[config.mk]
export PLATFORM = sky130hd
export DESIGN_NAME = spc_csr
export DESIGN_NICKNAME = d
export VERILOG_FILES = /design/src/rtl/spc_pkg.sv /design/src/rtl/spc_csr.sv
export SDC_FILE = /design/constraint.sdc
export NUM_CORES = 1
export LEC_CHECK = 0
export BUFFER_PORTS_ARGS = -buffer_cell sky130_fd_sc_hd__buf_2
export CORE_MARGIN = 2
export CORE_UTILIZATION = 46
export CTS_CLUSTER_SIZE = 24
export DETAILED_ROUTE_END_ITERATION = 12
export PLACE_DENSITY = 0.76
export SLEW_MARGIN = 20
export SYNTH_ARGS = -nofsm -noshare
export SYNTH_HDL_FRONTEND = slang
export SYNTH_SLANG_ARGS = --single-unit
[constraint.sdc]
create_clock -name clock -period 1.4 [get_ports clock]
set_clock_uncertainty 0.15 [all_clocks]
set_input_delay 0.28 -clock clock [delete_from_list [all_inputs] [get_ports clock]]
set_output_delay 0.28 -clock clock [all_outputs]
set_load 0.005 [all_outputs]
[src/rtl/spc_pkg.sv]
// Package for the stereo parallel compressor: widths, fixed-point constants,
// register map, control/status structs and the log2 / exp2 lookup tables.
// No dependencies.
package spc_pkg;

   // ---------------- sizes ----------------
   localparam int SAMPLE_BITS     = 24;
   localparam int TABLE_ADDR_BITS = 8;
   localparam int TBL_N           = (1 << TABLE_ADDR_BITS) + 1;

   localparam int SH_W    = $clog2(SAMPLE_BITS);   // normalize shift count
   localparam int LOG_FB  = 31 - TABLE_ADDR_BITS;  // log interp fraction bits
   localparam int EXP_FB  = 16 - TABLE_ADDR_BITS;  // exp interp fraction bits
   localparam int LVL_W   = 26;                    // dB level, Q10.16
   localparam int ENV_W   = 26;
   localparam int DIFF_W  = 27;
   localparam int OVER_W  = 27;
   localparam int NET_W   = 28;
   localparam int OCT_W   = 27;                    // octaves, Q16
   localparam int IP_W    = OCT_W - 16;
   localparam int T_W     = SAMPLE_BITS + 2;
   localparam int U_W     = SAMPLE_BITS + 20;
   localparam int WET_W   = 62;
   localparam int Y_W     = 48;

   localparam int CSR_IDX_W  = 3;
   localparam int CSR_DATA_W = 24;

   // ---------------- constants ----------------
   localparam logic signed [LVL_W-1:0] DB_FLOOR  = -26'sd13107200;  // -200 dB
   localparam logic signed [ENV_W-1:0] ENV_RESET = -26'sd6553600;   // -100 dB
   localparam logic [18:0] DB_PER_OCT = 19'd394566;   // 20*log10(2), Q16
   localparam logic [21:0] OCT_PER_DB = 22'd2786635;  // 1/(20*log10(2)), Q24
   localparam logic signed [WET_W-1:0] WET_CLAMP = WET_W'(64'd1 << 60);
   localparam logic signed [Y_W-1:0] Y_HI =
      Y_W'((64'sd1 <<< (SAMPLE_BITS - 1)) - 64'sd1);
   localparam logic signed [Y_W-1:0] Y_LO = -Y_HI - Y_W'(1);

   // ---------------- register map ----------------
   typedef enum logic [CSR_IDX_W-1:0] {
      CSR_THRESHOLD = 3'd0,
      CSR_SLOPE     = 3'd1,
      CSR_DRY       = 3'd2,
      CSR_WET       = 3'd3,
      CSR_MAKEUP    = 3'd4,
      CSR_ATTACK    = 3'd5,
      CSR_RELEASE   = 3'd6
   } csr_index_type;

   typedef struct packed {
      logic signed [15:0] threshold;   // Q8.8 dB
      logic [15:0]        slope;       // Q0.16
      logic [15:0]        dry_level;   // Q1.15
      logic [16:0]        wet_level;   // Q2.15
      logic signed [15:0] makeup;      // Q8.8 dB
      logic [23:0]        attack_factor;
      logic [23:0]        release_factor;
   } cfg_type;

   localparam cfg_type CFG_RESET = '{
      threshold:      -16'sd6144,
      slope:          16'd57344,
      dry_level:      16'd22938,
      wet_level:      17'd16384,
      makeup:         16'sd1536,
      attack_factor:  24'd16603359,
      release_factor: 24'd16773721
   };

   // ---------------- controller <-> datapath ----------------
   typedef struct packed {
      logic cap;       // capture input word
      logic norm;      // one normalize step
      logic log;       // log2 interpolation
      logic lvl;       // octaves -> dB
      logic env;       // envelope update
      logic gain;      // gain reduction
      logic oct;       // dB -> octaves
      logic mant;      // exp2 interpolation
      logic mul;       // x * mantissa
      logic wetm;      // * wet level
      logic scale;     // * 2^intpart
      logic sum;       // dry + wet
      logic load_out;  // saturate into output register
   } cmd_type;

   typedef struct packed {
      logic norm_done;
   } status_type;

   // ---------------- tables ----------------
   typedef logic [16:0] log_tab_type [0:TBL_N-1];
   typedef logic [31:0] exp_tab_type [0:TBL_N-1];

   // log2(1 + i/2^A) in Q16, bit by bit through repeated squaring
   function automatic log_tab_type build_log_tab();
      log_tab_type tab;
      logic [63:0] z;
      logic [31:0] r;
      for (int i = 0; i < (1 << TABLE_ADDR_BITS); i++) begin
         z = 64'((1 << TABLE_ADDR_BITS) + i) << (30 - TABLE_ADDR_BITS);
         r = '0;
         for (int k = 0; k < 20; k++) begin
            z = (z * z) >> 30;
            r = r << 1;
            if (z >= (64'd1 << 31)) begin
               r[0] = 1'b1;
               z = z >> 1;
            end
         end
         tab[i] = 17'((r + 32'd8) >> 4);
      end
      tab[1 << TABLE_ADDR_BITS] = 17'd65536;
      return tab;
   endfunction

   function automatic logic [63:0] isqrt64(input logic [63:0] v_in);
      logic [63:0] v;
      logic [63:0] res;
      logic [63:0] bq;
      v   = v_in;
      res = '0;
      bq  = 64'd1 << 62;
      while (bq > v) bq = bq >> 2;
      while (bq != 64'd0) begin
         if (v >= res + bq) begin
            v   = v - (res + bq);
            res = (res >> 1) + bq;
         end else begin
            res = res >> 1;
         end
         bq = bq >> 2;
      end
      return res;
   endfunction

   // 2^(i/2^A) in Q30, product of repeated square roots of two
   function automatic exp_tab_type build_exp_tab();
      exp_tab_type tab;
      logic [63:0] root [0:TABLE_ADDR_BITS];
      logic [63:0] p;
      root[0] = 64'd1 << 31;
      for (int k = 1; k <= TABLE_ADDR_BITS; k++)
         root[k] = isqrt64(root[k-1] << 30);
      for (int i = 0; i < (1 << TABLE_ADDR_BITS); i++) begin
         p = 64'd1 << 30;
         for (int k = 0; k < TABLE_ADDR_BITS; k++)
            if (((i >> k) & 1) != 0)
               p = (p * root[TABLE_ADDR_BITS-k] + (64'd1 << 29)) >> 30;
         tab[i] = 32'(p);
      end
      tab[1 << TABLE_ADDR_BITS] = 32'd1 << 31;
      return tab;
   endfunction

   localparam log_tab_type LOG_TAB = build_log_tab();
   localparam exp_tab_type EXP_TAB = build_exp_tab();

endpackage

[src/rtl/spc_csr.sv]
// Configuration register file of the stereo parallel compressor.
// Depends on spc_pkg (register map, reset values).
module spc_csr (
   input  logic                            clock,
   input  logic                            reset,
   input  logic                            csr_valid,
   output logic                            csr_ready,
   input  logic [spc_pkg::CSR_IDX_W-1:0]   csr_index,
   input  logic [spc_pkg::CSR_DATA_W-1:0]  csr_wdata,
   output spc_pkg::cfg_type                cfg
);

   spc_pkg::cfg_type cfg_ff, cfg_in;

   assign csr_ready = 1'b1;
   assign cfg       = cfg_ff;

   always_comb begin
      cfg_in = cfg_ff;
      if (csr_valid) begin
         case (csr_index)
            spc_pkg::CSR_THRESHOLD: cfg_in.threshold      = $signed(csr_wdata[15:0]);
            spc_pkg::CSR_SLOPE:     cfg_in.slope          = csr_wdata[15:0];
            spc_pkg::CSR_DRY:       cfg_in.dry_level      = csr_wdata[15:0];
            spc_pkg::CSR_WET:       cfg_in.wet_level      = csr_wdata[16:0];
            spc_pkg::CSR_MAKEUP:    cfg_in.makeup         = $signed(csr_wdata[15:0]);
            spc_pkg::CSR_ATTACK:    cfg_in.attack_factor  = csr_wdata[23:0];
            spc_pkg::CSR_RELEASE:   cfg_in.release_factor = csr_wdata[23:0];
            default: ;  // unmapped index, dropped
         endcase
      end
   end

   always_ff @(posedge clock) begin
      if (reset) begin
         cfg_ff <= spc_pkg::CFG_RESET;
      end else begin
         cfg_ff <= cfg_in;
      end
   end

endmodule

==> reports/qor.yml, run 1 <==
status: "finished with violations"
violations: "setup timing"
crit_family: "flip-flops"
grt_pass1_vias: 4211
ys_ff_latch: 129
swShare: 0.231
critical-path-max-stage-delay_ps: 340
hold_class: "input pin to flip-flop"
drt-wirelength-per-cell_um: 17.6
clock_power_share: 0.477
cp.arrival_ps: 1010
crit_path_cell_trace: "buf_2"
p_switching_mw: 2.01
dp_hpwl_um: 9110
cp-end-kind: "output pin"
drt_iter0_markers: 139
synthCells: 478
p_comb_frac: 0.083
rr_worst_depth: 4
syn_avg_cell_area_um2: 10.6
p_leak_nw: 3.78
num_vias: 4259
internal-power_mw: 6.68
rsz0062_at_grt: "yes"
die_y_um: 109
start_util: 0.468
hold_viol: 0
p_per_area_nw_per_um2: 1120
routabilityCongestion: 0.788
htreeDepth: 4
crit_type: "flip-flop to output pin"
yosysWarnings: 0
fmax_mhz: 695
syn-num-nets: 508
syn2layout_area_growth_pct: 54.0
seq_area_um2: 2740
fillers: 721
drive_above_1_share: 0.538
fin_setup_tns_ps: -127
diodes: 0
ant_nets: 0
drv_cap: 0
fin_crit_ps: 1440
path_buf_inv: 1
grt_overflow: 0
fin_nets: 733
ir_drop_mv: 0.724
synth_area_um2: 5060
finalCritPeriodShare: 1.03
path_depth: 1
ys_types: 15
die-area_um2: 11800
largest_register_ffs: 129
slew_violations: 0
setup_viol_count_final: 13
clkSlewWorstSetupHoldPaths_ps: 60
whs_path_depth: 3
drt_drc_violations_left: 0
final_cell_mix: "mux2i_1, dfxtp_2, nand2b_1"
antenna_found_initial: 0
clockBufferDepth: 2
ys_seq_area_frac: 0.511
cts-root-buf: "clkbuf_8"
rows: 38
crit_required_ps: 970
startpoint_type: "flip-flop"
vias_per_cell: 4.98
cts_sinks: 129
critPathSlowestCell: "dfxtp_2"
cts_tree: "yes"
portBuffers: 158
worstSkewPairLatency_ps: 520
multi_input_area_um2: 2320
crit_fanout: 2
track_usage: 0.243
fin_util: 0.722
die_x_um: 109
worst_slack_ps: -39.9
core-area_um2: 10800
routed_wl_um: 15100
grt_max_degree: 42
first_pass_iters: 4
seqPwrFrac: 0.440
grt_pass1_wl_um: 21600
cts_buffers: 17
io_pins: 160
==> path summary, 6_finish.rpt <==
kind                    to  slack, ps      from
hold reg to reg    cfg[99]        320   cfg[99]
hold / removal    cfg[126]         70     reset
setup reg to reg   cfg[23]        360   cfg[23]
setup / recovery  cfg[106]        -40  cfg[106]
==> through the flow <==
| stage | setup WS [ps] | total power [mW] | cells | hold WS (ps) | instance area [µm²] |
|---|---|---|---|---|---|
| 2_1_floorplan | -93.9 | 4.20 | 478 | 285 | 5110 |
| 3_3_place_gp | -160 | 4.43 | 760 | 307 | 6110 |
| 3_5_place_dp | -183 | 4.45 | 760 | 312 | 6110 |
| 4_1_cts | -18.7 | 8.62 | 835 | 62.8 | 7340 |
| 5_1_grt | -51.7 | 8.94 | 855 | 80.6 | 7790 |
| 6_report | -39.9 | 8.69 | 855 | 67.6 | 7790 |
==> synth_stat cells, drive strengths merged <==
| library cell | n | area (µm²) |
|---|---|---|
| clkbuf | 20 | 75.1 |
| buf | 18 | 116 |
| and4bb | 1 | 12.5 |
| and4b | 2 | 20.0 |
| or4b | 1 | 10.0 |
| nor2 | 75 | 282 |
| nand4bb | 2 | 22.5 |
| nor4bb | 2 | 20.0 |
| nand4b | 3 | 26.3 |
| nand2b | 95 | 594 |
| conb | 1 | 3.75 |
| dfxtp | 129 | 2580 |
| mux2i | 129 | 1290 |
==> cell type report <==
class / count / share of cell area
well taps: 140 / 0.0225
flip-flops and latches: 129 / 0.352
repair buffers: 244 / 0.256
multi-input cells: 311 / 0.298
clock inverters: 9 / 0.0104
clock buffers: 22 / 0.0607
==> kinds of logic after synthesis <==
group / count (synthesis) / share of synthesized area
simple gates: 181 / 0.195
mux: 129 / 0.255
flops: 129 / 0.511
buf+inv: 38 / 0.0379
other cells: 1 / 0.000742
==> repair_timing <==
action / 4_1_cts / 5_1_grt
endpoints found under the hold margin: 61 / 0
hold buffers: 23 / 0
resized for setup: 140 / 56
setup buffers: 21 / 20
endpoints found under the setup margin: 119 / 127
==> power groups by stage <==
stage	clock network, mW	logic (mW)	registers, mW
6_report	4.15	0.720	3.83
5_1_grt	4.34	0.769	3.83
2_1_floorplan	0	0.323	3.88
3_5_place_dp	0	0.571	3.88
3_3_place_gp	0	0.556	3.87
4_1_cts	4.14	0.660	3.81
==> layer usage <==
metal | vias up | GRT usage | routed length [µm]
met5 | - | 0 | 0
met4 | 0 | 0.0888 | 282
met3 | 25 | 0.0705 | 936
met2 | 139 | 0.417 | 7750
met1 | 2070 | 0.288 | 6100
li1 | 2025 | - | -
==> worst reg2reg max path, cell delays in order, from the launching register on <==
cell and delay [ps]:
dfxtp_2 320, buf_4 130, buf_4 120, nor2_1 120, mux2i_1 90
(Power assumes the default switching activity.)
==> run 2, diff against run 1 <==
==> constraint.sdc (replaced) <==
create_clock -name clock -period 1.4 [get_ports clock]
set_clock_uncertainty 0.15 [all_clocks]
set_input_delay 0.07 -clock clock [delete_from_list [all_inputs] [get_ports clock]]
set_output_delay 0.07 -clock clock [all_outputs]
set_load 0.005 [all_outputs]
==> run 2 against run 1 <==
  * The run ends with hold timing left
  * Global-route usage is 1.1 points higher
  * Register-to-register slack lost 340 ps
  * Total power increased by 2.4%
  * Sequential share of layout area fell by 0.30 points
  * Critical path type is now flip-flop to flip-flop
  * Largest cell class unchanged
==> reports/qor.yml, run 2 (synthesis results as in run 1) <==
status: "finished with violations"
violations: "hold timing"
final_cells: 856
fin_nets: 733
rsz0062_at_grt: "no"
crit_fanout: 2
drive_above_1_share: 0.304
drt_drc_violations_left: 0
tightest_slew_ps: 618
vias_per_cell: 5.03
drt-wirelength-per-cell_um: 17.0
die-area_um2: 11800
grt_pass1_vias: 4444
dp_hpwl_um: 8980
crit_family: "buffers and inverters"
start_util: 0.468
path_buf_inv: 1
fin_crit_ps: 1380
largest_register_ffs: 129
drt_iter0_markers: 215
track_usage: 0.254
slew_violations: 0
cts_sinks: 129
multi_input_area_um2: 2320
grt_overflow: 0
layout_commonest_cell: "buf_2"
grt_max_degree: 58
htreeDepth: 4
crit_path_cell_trace: "nor2_1, mux2i_1, dlygate4sd3_1"
routed_wl_um: 14600
cp-end-kind: "flip-flop"
first_pass_iters: 4
crit_required_ps: 1640
fin_area_um2: 7390
fillers: 820
setup_viol_count_final: 0
critical-path-max-stage-delay_ps: 590
hold_slack_ps: -31.4
cts_tree: "yes"
cts-root-buf: "clkbuf_8"
antenna_found_initial: 0
io_pins: 160
clkSlewWorstSetupHoldPaths_ps: 60
path_depth: 3
rows: 38
ir_drop_mv: 0.841
crit_type: "flip-flop to flip-flop"
portBuffers: 158
place_ws_ps: 16.1
critPathSlowestCell: "dlygate4sd3_1"
syn2layout_area_growth_pct: 46.2
cts_buffers: 17
startpoint_type: "flip-flop"
grt_pass1_wl_um: 22800
place_inst: 757
relSlewSlack: 0.588
rr_worst_depth: 3
seq_area_um2: 2580
p_per_area_nw_per_um2: 1200
die_y_um: 109
place_area_um2: 6120
worst_slack_ps: 18.0
finalCritPeriodShare: 0.987
p_leak_nw: 3.66
hold_class: "input pin to flip-flop"
hold_viol: 1
whs_path_depth: 4
final_cell_mix: "buf_2, mux2i_1, dfxtp_1"
worstSkewPairLatency_ps: 510
die_x_um: 109
drv_cap: 0
routabilityCongestion: 0.797
fin_setup_tns_ps: 0
core-area_um2: 10800
diodes: 0
num_vias: 4302
cp.arrival_ps: 1620
ant_nets: 0
fmax_mhz: 724
clockBufferDepth: 2
-- run 2: cell type report --
type	count	area share
Clock buffer	18	0.0579
Clock inverter	14	0.0223
Multi-Input combinational cell	311	0.314
Sequential cell	129	0.349
Tap cell	140	0.0237
Timing Repair Buffer	244	0.233
-- run 2: worst reg2reg max path, cell delays in order, from the launching register on --
cell           delay (ps)
dfxtp_1               320
nor2_1                110
mux2i_1                90
dlygate4sd3_1         590
-- run 2: repair_timing --
action | 4_1_cts | 5_1_grt
endpoints found under the hold margin | 129 | 0
buffers inserted | 0 | 3
hold buffers | 65 | 0
resized for setup | 0 | 6
endpoints found under the setup margin | 0 | 24
-- run 2: through the flow --
stage | total power, mW | hold slack, ps | util
2_1_floorplan | 4.19 | 75.3 | -
3_3_place_gp | 4.43 | 183 | 0.567
3_5_place_dp | 4.45 | 199 | 0.567
4_1_cts | 8.96 | 0.855 | 0.682
5_1_grt | 9.20 | 19.2 | 0.685
6_report | 8.90 | -31.4 | 0.685
-- run 2: power by group --
group          internal [mW]  switching [mW]  total [mW]
Combinational          0.380           0.343       0.723
Sequential              3.75          0.0439        3.80
Clock                   2.75            1.63        4.38
Total                   6.88            2.02        8.90
-- run 2: metal layers --
metal  wire length [µm]  vias up  track usage
met5                  0        -            0
met2               7080      149        0.422
met4                503        0        0.116
met1               5920     2079        0.296
li1                   -     2035            -
met3               1090       39       0.0855
-- run 2: path summary, 6_finish.rpt --
path | startpoint | end | slack [ps]
setup / recovery | cfg[9] | cfg[9] | 20
hold / removal | reset | cfg[82] | -30
setup reg to reg | cfg[9] | cfg[9] | 20
hold reg to reg | cfg[65] | cfg[65] | 320
