## src/rtl/spc_pkg.sv

```systemverilog
// Package for the stereo parallel compressor: widths, fixed-point constants,
// register map, control/status structs and the log2 / exp2 lookup tables.
// No dependencies.
package spc_pkg;

   // ---------------- sizes ----------------
   localparam int SAMPLE_BITS     = 24;
   localparam int TABLE_ADDR_BITS = 8;
   localparam int TBL_N           = (1 << TABLE_ADDR_BITS) + 1;

   localparam int SH_W    = $clog2(SAMPLE_BITS);   // normalize shift count
   localparam int LOG_FB  = 31 - TABLE_ADDR_BITS;  // log interp fraction bits
   localparam int EXP_FB  = 16 - TABLE_ADDR_BITS;  // exp interp fraction bits
   localparam int LVL_W   = 26;                    // dB level, Q10.16
   localparam int ENV_W   = 26;
   localparam int DIFF_W  = 27;
   localparam int OVER_W  = 27;
   localparam int NET_W   = 28;
   localparam int OCT_W   = 27;                    // octaves, Q16
   localparam int IP_W    = OCT_W - 16;
   localparam int T_W     = SAMPLE_BITS + 2;
   localparam int U_W     = SAMPLE_BITS + 20;
   localparam int WET_W   = 62;
   localparam int Y_W     = 48;

   localparam int CSR_IDX_W  = 3;
   localparam int CSR_DATA_W = 24;

   // ---------------- constants ----------------
   localparam logic signed [LVL_W-1:0] DB_FLOOR  = -26'sd13107200;  // -200 dB
   localparam logic signed [ENV_W-1:0] ENV_RESET = -26'sd6553600;   // -100 dB
   localparam logic [18:0] DB_PER_OCT = 19'd394566;   // 20*log10(2), Q16
   localparam logic [21:0] OCT_PER_DB = 22'd2786635;  // 1/(20*log10(2)), Q24
   localparam logic signed [WET_W-1:0] WET_CLAMP = WET_W'(64'd1 << 60);
   localparam logic signed [Y_W-1:0] Y_HI =
      Y_W'((64'sd1 <<< (SAMPLE_BITS - 1)) - 64'sd1);
   localparam logic signed [Y_W-1:0] Y_LO = -Y_HI - Y_W'(1);

   // ---------------- register map ----------------
   typedef enum logic [CSR_IDX_W-1:0] {
      CSR_THRESHOLD = 3'd0,
      CSR_SLOPE     = 3'd1,
      CSR_DRY       = 3'd2,
      CSR_WET       = 3'd3,
      CSR_MAKEUP    = 3'd4,
      CSR_ATTACK    = 3'd5,
      CSR_RELEASE   = 3'd6
   } csr_index_type;

   typedef struct packed {
      logic signed [15:0] threshold;   // Q8.8 dB
      logic [15:0]        slope;       // Q0.16
      logic [15:0]        dry_level;   // Q1.15
      logic [16:0]        wet_level;   // Q2.15
      logic signed [15:0] makeup;      // Q8.8 dB
      logic [23:0]        attack_factor;
      logic [23:0]        release_factor;
   } cfg_type;

   localparam cfg_type CFG_RESET = '{
      threshold:      -16'sd6144,
      slope:          16'd57344,
      dry_level:      16'd22938,
      wet_level:      17'd16384,
      makeup:         16'sd1536,
      attack_factor:  24'd16603359,
      release_factor: 24'd16773721
   };

   // ---------------- controller <-> datapath ----------------
   typedef struct packed {
      logic cap;       // capture input word
      logic norm;      // one normalize step
      logic log;       // log2 interpolation
      logic lvl;       // octaves -> dB
      logic env;       // envelope update
      logic gain;      // gain reduction
      logic oct;       // dB -> octaves
      logic mant;      // exp2 interpolation
      logic mul;       // x * mantissa
      logic wetm;      // * wet level
      logic scale;     // * 2^intpart
      logic sum;       // dry + wet
      logic load_out;  // saturate into output register
   } cmd_type;

   typedef struct packed {
      logic norm_done;
   } status_type;

   // ---------------- tables ----------------
   typedef logic [16:0] log_tab_type [0:TBL_N-1];
   typedef logic [31:0] exp_tab_type [0:TBL_N-1];

   // log2(1 + i/2^A) in Q16, bit by bit through repeated squaring
   function automatic log_tab_type build_log_tab();
      log_tab_type tab;
      logic [63:0] z;
      logic [31:0] r;
      for (int i = 0; i < (1 << TABLE_ADDR_BITS); i++) begin
         z = 64'((1 << TABLE_ADDR_BITS) + i) << (30 - TABLE_ADDR_BITS);
         r = '0;
         for (int k = 0; k < 20; k++) begin
            z = (z * z) >> 30;
            r = r << 1;
            if (z >= (64'd1 << 31)) begin
               r[0] = 1'b1;
               z = z >> 1;
            end
         end
         tab[i] = 17'((r + 32'd8) >> 4);
      end
      tab[1 << TABLE_ADDR_BITS] = 17'd65536;
      return tab;
   endfunction

   function automatic logic [63:0] isqrt64(input logic [63:0] v_in);
      logic [63:0] v;
      logic [63:0] res;
      logic [63:0] bq;
      v   = v_in;
      res = '0;
      bq  = 64'd1 << 62;
      while (bq > v) bq = bq >> 2;
      while (bq != 64'd0) begin
         if (v >= res + bq) begin
            v   = v - (res + bq);
            res = (res >> 1) + bq;
         end else begin
            res = res >> 1;
         end
         bq = bq >> 2;
      end
      return res;
   endfunction

   // 2^(i/2^A) in Q30, product of repeated square roots of two
   function automatic exp_tab_type build_exp_tab();
      exp_tab_type tab;
      logic [63:0] root [0:TABLE_ADDR_BITS];
      logic [63:0] p;
      root[0] = 64'd1 << 31;
      for (int k = 1; k <= TABLE_ADDR_BITS; k++)
         root[k] = isqrt64(root[k-1] << 30);
      for (int i = 0; i < (1 << TABLE_ADDR_BITS); i++) begin
         p = 64'd1 << 30;
         for (int k = 0; k < TABLE_ADDR_BITS; k++)
            if (((i >> k) & 1) != 0)
               p = (p * root[TABLE_ADDR_BITS-k] + (64'd1 << 29)) >> 30;
         tab[i] = 32'(p);
      end
      tab[1 << TABLE_ADDR_BITS] = 32'd1 << 31;
      return tab;
   endfunction

   localparam log_tab_type LOG_TAB = build_log_tab();
   localparam exp_tab_type EXP_TAB = build_exp_tab();

endpackage

```

## src/rtl/spc_ctrl.sv

```systemverilog
// Sequencer of the stereo parallel compressor: steps one word through the
// datapath and owns both handshakes. Depends on spc_pkg (cmd/status structs).
module spc_ctrl (
   input  logic                 clock,
   input  logic                 reset,
   input  logic                 req_valid,
   output logic                 req_ready,
   output logic                 rsp_valid,
   input  logic                 rsp_ready,
   output spc_pkg::cmd_type     cmd,
   input  spc_pkg::status_type  status
);

   typedef enum logic [12:0] {
      ST_IDLE  = 13'b0000000000001,
      ST_NORM  = 13'b0000000000010,
      ST_LOG   = 13'b0000000000100,
      ST_LVL   = 13'b0000000001000,
      ST_ENV   = 13'b0000000010000,
      ST_GAIN  = 13'b0000000100000,
      ST_OCT   = 13'b0000001000000,
      ST_MANT  = 13'b0000010000000,
      ST_MUL   = 13'b0000100000000,
      ST_WETM  = 13'b0001000000000,
      ST_SCALE = 13'b0010000000000,
      ST_SUM   = 13'b0100000000000,
      ST_OUT   = 13'b1000000000000
   } state_type;

   state_type state_ff, state_in;
   logic      rsp_valid_ff, rsp_valid_in;
   logic      out_free;

   assign out_free  = !rsp_valid_ff || rsp_ready;
   assign req_ready = (state_ff == ST_IDLE);
   assign rsp_valid = rsp_valid_ff;

   always_comb begin
      state_in = state_ff;
      cmd      = '0;
      case (state_ff)
         ST_IDLE: begin
            if (req_valid) begin
               cmd.cap  = 1'b1;
               state_in = ST_NORM;
            end
         end
         ST_NORM: begin
            if (status.norm_done) state_in = ST_LOG;
            else cmd.norm = 1'b1;
         end
         ST_LOG:   begin cmd.log   = 1'b1; state_in = ST_LVL;   end
         ST_LVL:   begin cmd.lvl   = 1'b1; state_in = ST_ENV;   end
         ST_ENV:   begin cmd.env   = 1'b1; state_in = ST_GAIN;  end
         ST_GAIN:  begin cmd.gain  = 1'b1; state_in = ST_OCT;   end
         ST_OCT:   begin cmd.oct   = 1'b1; state_in = ST_MANT;  end
         ST_MANT:  begin cmd.mant  = 1'b1; state_in = ST_MUL;   end
         ST_MUL:   begin cmd.mul   = 1'b1; state_in = ST_WETM;  end
         ST_WETM:  begin cmd.wetm  = 1'b1; state_in = ST_SCALE; end
         ST_SCALE: begin cmd.scale = 1'b1; state_in = ST_SUM;   end
         ST_SUM:   begin cmd.sum   = 1'b1; state_in = ST_OUT;   end
         ST_OUT: begin
            // hold until the previous result word has left
            if (out_free) begin
               cmd.load_out = 1'b1;
               state_in     = ST_IDLE;
            end
         end
         default: state_in = ST_IDLE;
      endcase
   end

   always_comb begin
      rsp_valid_in = rsp_valid_ff;
      if (rsp_ready) rsp_valid_in = 1'b0;
      if (cmd.load_out) rsp_valid_in = 1'b1;
   end

   always_ff @(posedge clock) begin
      if (reset) begin
         state_ff     <= ST_IDLE;
         rsp_valid_ff <= 1'b0;
      end else begin
         state_ff     <= state_in;
         rsp_valid_ff <= rsp_valid_in;
      end
   end

endmodule

```

## config.mk

```make
export PLATFORM = sky130hd
export DESIGN_NAME = spc_ctrl
export DESIGN_NICKNAME = d
export VERILOG_FILES = /design/src/rtl/spc_pkg.sv /design/src/rtl/spc_ctrl.sv
export SDC_FILE = /design/constraint.sdc
export NUM_CORES = 1
export LEC_CHECK = 0
export ABC_AREA = 1
export BUFFER_PORTS_ARGS = -buffer_cell sky130_fd_sc_hd__buf_4
export CORE_UTILIZATION = 52
export DETAILED_ROUTE_END_ITERATION = 16
export MAX_ROUTING_LAYER = met4
export PLACE_DENSITY = 0.77
export SLEW_MARGIN = 40
export SYNTH_ARGS = -nofsm -noshare
export SYNTH_HDL_FRONTEND = slang
export SYNTH_SLANG_ARGS = --single-unit
```

## constraint.sdc

```tcl
create_clock -name clock -period 1.6 [get_ports clock]
set_input_delay 0.08 -clock clock [delete_from_list [all_inputs] [get_ports clock]]
set_output_delay 0.08 -clock clock [all_outputs]
set_load 0.01 [all_outputs]
```

==> Flow_metrics.wiki, run 1 <==
{| class="wikitable"
! Metric !! Value
|-
| HPWL after DPL || 1.55 mm
|-
| Final Cycle Share || 94.0%
|-
| Initial core utilization || 58.6%
|-
| Maximum number of pins on one net before global-route repair || 14
|-
| Crit-path max FO || 8
|-
| Maximum buffer depth of the clock tree || 2
|-
| Number of filler instances in the final layout || 134
|-
| Relative area change from synthesis to final layout || 27.5%
|-
| Switching Fraction || 32.4%
|-
| Static Leakage || 0.000656 µW
|-
| Startpoint kind of the worst setup timing path || flip-flop
|-
| Final worst setup slack || 96.6 ps
|-
| Top-level I/O count || 20
|-
| Synthesized instance count || 135
|-
| Total standard cell area after synthesis || 933 µm²
|-
| Upper clock frequency limit || 665 MHz
|-
| Worst setup EP type || output pin
|-
| Top cell type's share of synthesized area || 30.0%
|-
| Die height || 44.4 µm
|-
| Die Area || 1970 µm²
|-
| Initial antenna violation count || 0
|-
| Quantity of I/O buffers inserted on ports || 19
|-
| Cell with the largest stage delay on the worst path || dfxtp_2
|-
| Internal power summed over all cells || 614 µW
|-
| Core region area || 1590 µm²
|-
| Sequential element share of the synthesized area || 30.0%
|-
| Vias || 860
|-
| Initial drt markers || 25
|-
| FP Rows || 14
|-
| Hold Path Cell Cnt || 2
|-
| Cell type contributing the most total cell area after synthesis || dfxtp_1
|-
| Share of the core filled with cells || 74.6%
|-
| Reg2reg start || state_ff[2]
|-
| Number of max-capacitance violations reported || 0
|-
| TritonCTS clock tree || yes
|-
| Vias in the first global route || 749
|-
| IR Drop Worst-Case VDD || 615 µV
|-
| Total setup violations reported at the end of the flow || 0
|-
| CTS sink count || 14
|-
| Number of DRC violations after detailed routing || 0
|-
| Flip-flop and latch count after synthesis || 14
|-
| Place WS || 204 ps
|-
| Clock transition time at the flip-flop clock pins of the worst setup and hold paths || 90 ps
|-
| WS Path Type || reg2out
|-
| Setup Skew || 5.00 ps
|-
| Syn. warnings || 0
|-
| First-pass GRT wire length || 3.06 mm
|-
| Number of vias per cell || 4.73
|-
| Clock Root Buffer || clkbuf_4
|-
| Avg Synthesized Cell Area || 6.91 µm²
|-
| Final net count || 164
|-
| Clock latency reported for the late side of the worst-skew pair || 280 ps
|-
| First-pass iteration count of the detailed router || 4
|-
| WL/cell || 11.2 µm
|-
| Distinct cell type count of the synthesized netlist || 21
|-
| Class of the tightest hold or removal check || in2reg
|-
| Cells taking the most area after synthesis || dfxtp_1, inv_1, nor3_2
|-
| Worst Hold End || state_ff[4]
|-
| Worst Hold Launch || reset
|-
| CP Data Required Time || 1520 ps
|-
| GRT Residual Overflow || 0
|-
| Combinational cell fraction of total power || 30.9%
|-
| Cell Chain, Critical Path || nor2_4, nand3_4, inv_4, nand3_1, inv_1, buf_4
|-
| Final weighted congestion in routability-driven placement || 0.774
|-
| Overall track demand over capacity in global routing || 22.7%
|-
| Power spent charging and discharging nets || 294 µW
|-
| Die width || 44.4 µm
|-
| Result of the run || completed
|-
| Number of antenna repair diodes || 0
|-
| Max Slew Vio Count || 0
|-
| Number of hold-slack violations in the final timing report || 0
|-
| Number of hold buffers added after CTS || 0
|-
| Power Dens Cells || 763 nW/µm²
|-
| Relative max-transition margin || 86.6%
|-
| Fraction of layout cells with a size suffix above 1 || 37.3%
|-
| Reg2Reg Setup Slack || 240 ps
|-
| Detailed-route wire length || 2.05 mm
|-
| Worst Max-Slew Pin Slew || 199 ps
|-
| Number of nets in the synthesized netlist || 140
|-
| Clock network fraction of total power || 28.0%
|-
| Time the final worst path needs with I/O delays and setup || 1500 ps
|-
| Crit path arrival time || 1420 ps
|-
| Total number of H-tree levels || 1
|-
| Inserted Clock Buffers || 3
|-
| Endpoint of the lowest-slack register-to-register path || state_ff[2]
|-
| Post-route ant nets || 0
|-
| Critical path's largest stage delay || 350 ps
|-
| Register share of total power || 41.1%
|-
| Logic depth of the worst register-to-register path || 7
|}
-- cells in the final DEF, fill, tap and decap left out, drive strengths merged --
| cell | netlist | routed |
|---|---|---|
| a21oi | 1 | 1 |
| buf | 3 | 22 |
| clkbuf | 0 | 4 |
| dfxtp | 14 | 14 |
| inv | 30 | 30 |
| nand2 | 28 | 28 |
| nand3 | 12 | 12 |
| nand3b | 2 | 2 |
| nand4 | 1 | 1 |
| nor2 | 29 | 29 |
| nor3 | 12 | 12 |
| o21ai | 3 | 3 |
-- power groups by stage --
| stage | logic [µW] | clock network, µW | registers, µW |
|---|---|---|---|
| final | 281 | 254 | 374 |
| after global placement | 268 | 0 | 381 |
| after CTS | 273 | 259 | 373 |
| after floorplan | 204 | 0 | 380 |
| after global routing | 311 | 278 | 375 |
| after detailed placement | 271 | 0 | 382 |
-- metrics by stage --
| step | instances | total power (µW) | TNS [ps] | hold WS, ps | cell area [µm²] |
|---|---|---|---|---|---|
| after floorplan | 135 | 584 | 0 | 150 | 933 |
| after global placement | 176 | 649 | 0 | 384 | 1100 |
| after detailed placement | 176 | 653 | 0 | 399 | 1100 |
| after CTS | 180 | 905 | 0 | 99.9 | 1140 |
| after global routing | 182 | 964 | -17.0 | 92.0 | 1190 |
| final | 182 | 908 | 0 | 98.2 | 1190 |
-- cell usage after synthesis --
cell type and n:
nand3b_4 1, buf_4 1, a21oi_1 1, buf_1 1
nand4_1 1, nand2_1 26, dfxtp_1 14, inv_1 27
nand2_4 2, nor3_2 10, nor2_1 20, nor2_2 5
nor3_1 2, nand3_2 2, buf_8 1, inv_2 3
o21ai_0 3, nor2_8 1, nand3_1 10, nor2_4 3
nand3b_1 1
-- kinds of logic after synthesis --
family,after synthesis,synth area share [%]
buffers and inverters,33,14.9
flip-flops,14,30.0
AND/OR/NAND/NOR,84,52.9
AO/OA/AOI/OAI,4,2.14
-- how the worst max path moves through the flow --
| stage | from | to | cells after the start | slack [ps] |
|---|---|---|---|---|
| after floorplan | state_ff[5] | state_ff[10] | 7 | 360 |
| after global placement | state_ff[5] | state_ff[8] | 7 | 250 |
| after detailed placement | state_ff[5] | state_ff[8] | 7 | 200 |
| after CTS | state_ff[6] | cmd[12] | 8 | 10 |
| after global routing | state_ff[11] | cmd[12] | 8 | -20 |
| final | state_ff[11] | cmd[7] | 6 | 100 |
-- state kept, by name (all words and copies together) (netlist names) --
register,count
rsp_valid,1
state_ff,13
-- repair_timing --
item	CTS	global route
hold endpoints to repair	0	0
resized for setup	1	11
pin swaps	0	5
setup endpoints to repair	1	3
setup buffers	0	2
-- per-layer routing --
metal	global-route usage (%)	vias up	routed length (µm)
met1	25.8	385	862
met5	-	-	0
met4	13.9	0	34
li1	-	458	-
met3	2.86	4	56
met2	37.6	13	1090
-- worst max-delay path, delay by kind of cell, from the launching register on --
| family | cells | cell delay (ps) |
|---|---|---|
| buffers and inverters | 3 | 360 |
| flip-flops | 1 | 350 |
| AND/OR/NAND/NOR | 3 | 430 |
-- layout make-up --
| cell class | count | area, µm² | share of cell area [%] |
|---|---|---|---|
| inverter | 30 | 115 | 9.67 |
| sequential | 14 | 287 | 24.1 |
| clock buffer | 4 | 36.3 | 3.05 |
| multi-input combinational | 88 | 544 | 45.7 |
| tap | 24 | 30.0 | 2.52 |
| timing repair buffer | 22 | 178 | 14.9 |
No activity file was read; power rests on OpenSTA's default activity.
==> run 2, diff against run 1 <==
--- a/config.mk
+++ b/config.mk
@@ -10,7 +10,7 @@
 export CORE_UTILIZATION = 52
 export DETAILED_ROUTE_END_ITERATION = 16
 export MAX_ROUTING_LAYER = met4
-export PLACE_DENSITY = 0.77
+export PLACE_DENSITY_LB_ADDON = 0.05
 export SLEW_MARGIN = 40
 export SYNTH_ARGS = -nofsm -noshare
 export SYNTH_HDL_FRONTEND = slang
==> Flow_metrics.wiki, run 2 (synthesis gave the netlist of run 1 again) <==
{| class="wikitable"
! Metric !! Value
|-
| Result of the run || completed
|-
| WS Path Type || reg2out
|-
| Register name with the most flops || state_ff
|-
| Worst Max-Slew Pin Slew || 202 ps
|-
| Number of hold buffers added after CTS || 0
|-
| TritonCTS clock tree || yes
|-
| FP Rows || 14
|-
| Startpoint kind of the worst setup timing path || flip-flop
|-
| Cell Chain, Critical Path || nor2_4, nand3_4, nor2_4, nand2_2, inv_2, nand2_1, inv_1, buf_4
|-
| Place WS || 222 ps
|-
| Top-level I/O count || 20
|-
| First-pass iteration count of the detailed router || 4
|-
| Static Leakage || 0.000636 µW
|-
| Relative max-transition margin || 86.5%
|-
| Number of hold-slack violations in the final timing report || 0
|-
| Initial antenna violation count || 0
|-
| Class of the tightest hold or removal check || in2reg
|-
| Commonest non-fill, non-tap cell in the layout || inv_1
|-
| Power Dens Cells || 753 nW/µm²
|-
| Worst setup EP type || output pin
|-
| Most frequent cells in the layout || inv_1, nand2_1, nor2_1
|-
| Upper clock frequency limit || 664 MHz
|-
| Unrepaired setup endpoints after global routing || false
|-
| Area after DPL || 1100 µm²
|-
| Worst hold slack across all endpoints || 89.4 ps
|-
| Clock latency reported for the late side of the worst-skew pair || 280 ps
|-
| Detailed-route wire length || 1.97 mm
|-
| Number of max-capacitance violations reported || 0
|-
| Final instance area || 1150 µm²
|-
| Vias || 875
|-
| Final net count || 162
|-
| Total setup violations reported at the end of the flow || 0
|-
| Initial drt markers || 21
|-
| Cell with the largest stage delay on the worst path || dfxtp_1
|-
| Max reg flops || 13
|-
| GRT Residual Overflow || 0
|-
| Die height || 44.4 µm
|-
| Final weighted congestion in routability-driven placement || 0.760
|-
| Total number of H-tree levels || 1
|-
| Crit-path max FO || 4
|-
| Maximum buffer depth of the clock tree || 2
|-
| Crit path arrival time || 1420 ps
|-
| Die width || 44.4 µm
|-
| CTS sink count || 14
|-
| WL/cell || 11.0 µm
|-
| Final Cycle Share || 94.1%
|-
| Aggregate negative setup slack || 0 ps
|-
| Clock transition time at the flip-flop clock pins of the worst setup and hold paths || 80 ps
|-
| Clock Root Buffer || clkbuf_4
|-
| Relative area change from synthesis to final layout || 23.3%
|-
| Register share of total power || 43.0%
|-
| Fraction of layout cells with a size suffix above 1 || 33.5%
|-
| Max Slew Vio Count || 0
|-
| Number of DRC violations after detailed routing || 0
|-
| CP Data Required Time || 1520 ps
|-
| Core region area || 1590 µm²
|-
| Initial core utilization || 58.6%
|-
| HPWL after DPL || 1.55 mm
|-
| Final worst setup slack || 95.1 ps
|-
| Top cell by count, worst path || nor2_4
|-
| IR Drop Worst-Case VDD || 498 µV
|-
| Time the final worst path needs with I/O delays and setup || 1500 ps
|-
| Internal power summed over all cells || 562 µW
|-
| Maximum number of pins on one net before global-route repair || 14
|-
| Vias in the first global route || 811
|-
| Number of filler instances in the final layout || 130
|-
| Switching Fraction || 35.1%
|-
| Inserted Clock Buffers || 3
|-
| First-pass GRT wire length || 3.26 mm
|-
| Overall track demand over capacity in global routing || 23.4%
|-
| Quantity of I/O buffers inserted on ports || 19
|-
| Setup Skew || 1.74 ps
|-
| Number of vias per cell || 4.89
|-
| Power spent charging and discharging nets || 305 µW
|-
| Combinational cell fraction of total power || 33.4%
|-
| Critical path's largest stage delay || 350 ps
|-
| Die Area || 1970 µm²
|-
| Clock network fraction of total power || 23.6%
|-
| Post-route ant nets || 0
|-
| Number of antenna repair diodes || 0
|}
run 2: changes by cell type in the layout (fill, tap and decap cells not counted), sizes merged:
cell	change
clkbuf	-1
buf	-2
run 2: area by class of cell:
cell class	count	area, µm²	area share (%)
Sequential cell	14	282	24.5
Tap cell	24	30.0	2.61
Multi-Input combinational cell	88	539	46.8
Inverter	30	115	10.0
Timing Repair Buffer	20	163	14.1
Clock buffer	3	22.5	1.96
run 2: timing repair:
item                       4_1_cts  5_1_grt
setup endpoints to repair        0        3
gates resized for setup          0        7
buffers inserted                 0        0
run 2: power groups by stage:
stage                     logic [µW]  clock network, µW  registers, µW
after floorplan                  204                  0            380
after global placement           275                  0            380
after detailed placement         279                  0            381
after CTS                        282                207            373
after global routing             318                219            375
final                            290                205            372
run 2: worst paths after layout:
| path | startpoint | slack (ps) | cells past startpoint | endpoint |
|---|---|---|---|---|
| hold reg to reg | rsp_valid | 580 | 4 | rsp_valid |
| hold / removal | req_valid | 90 | 4 | state_ff[0] |
| setup / recovery | state_ff[10] | 100 | 8 | cmd[12] |
| setup reg to reg | state_ff[7] | 230 | 7 | state_ff[6] |
run 2: worst max-delay path, delay by kind of cell, from the launching register on:
family | cells | cell delay, ps
simple gates | 5 | 560
buf+inv | 3 | 230
flops | 1 | 350
run 2: per-layer routing:
metal / global-route usage [%] / up-vias / wire length, µm / part of all wire, %
met5: - / - / 0 / 0
met4: 9.09 / 0 / 55 / 2.8
li1: - / 450 / - / -
met1: 28.4 / 389 / 861 / 44
met2: 39.7 / 29 / 968 / 49
met3: 2.45 / 7 / 83 / 4.2
run 2: stage by stage:
step,util [%],power (µW),std cells
floorplan,-,584,135
global placement,69.0,655,176
detailed placement,69.0,660,176
CTS,70.4,862,179
global route,72.2,912,179
finish,72.2,867,179
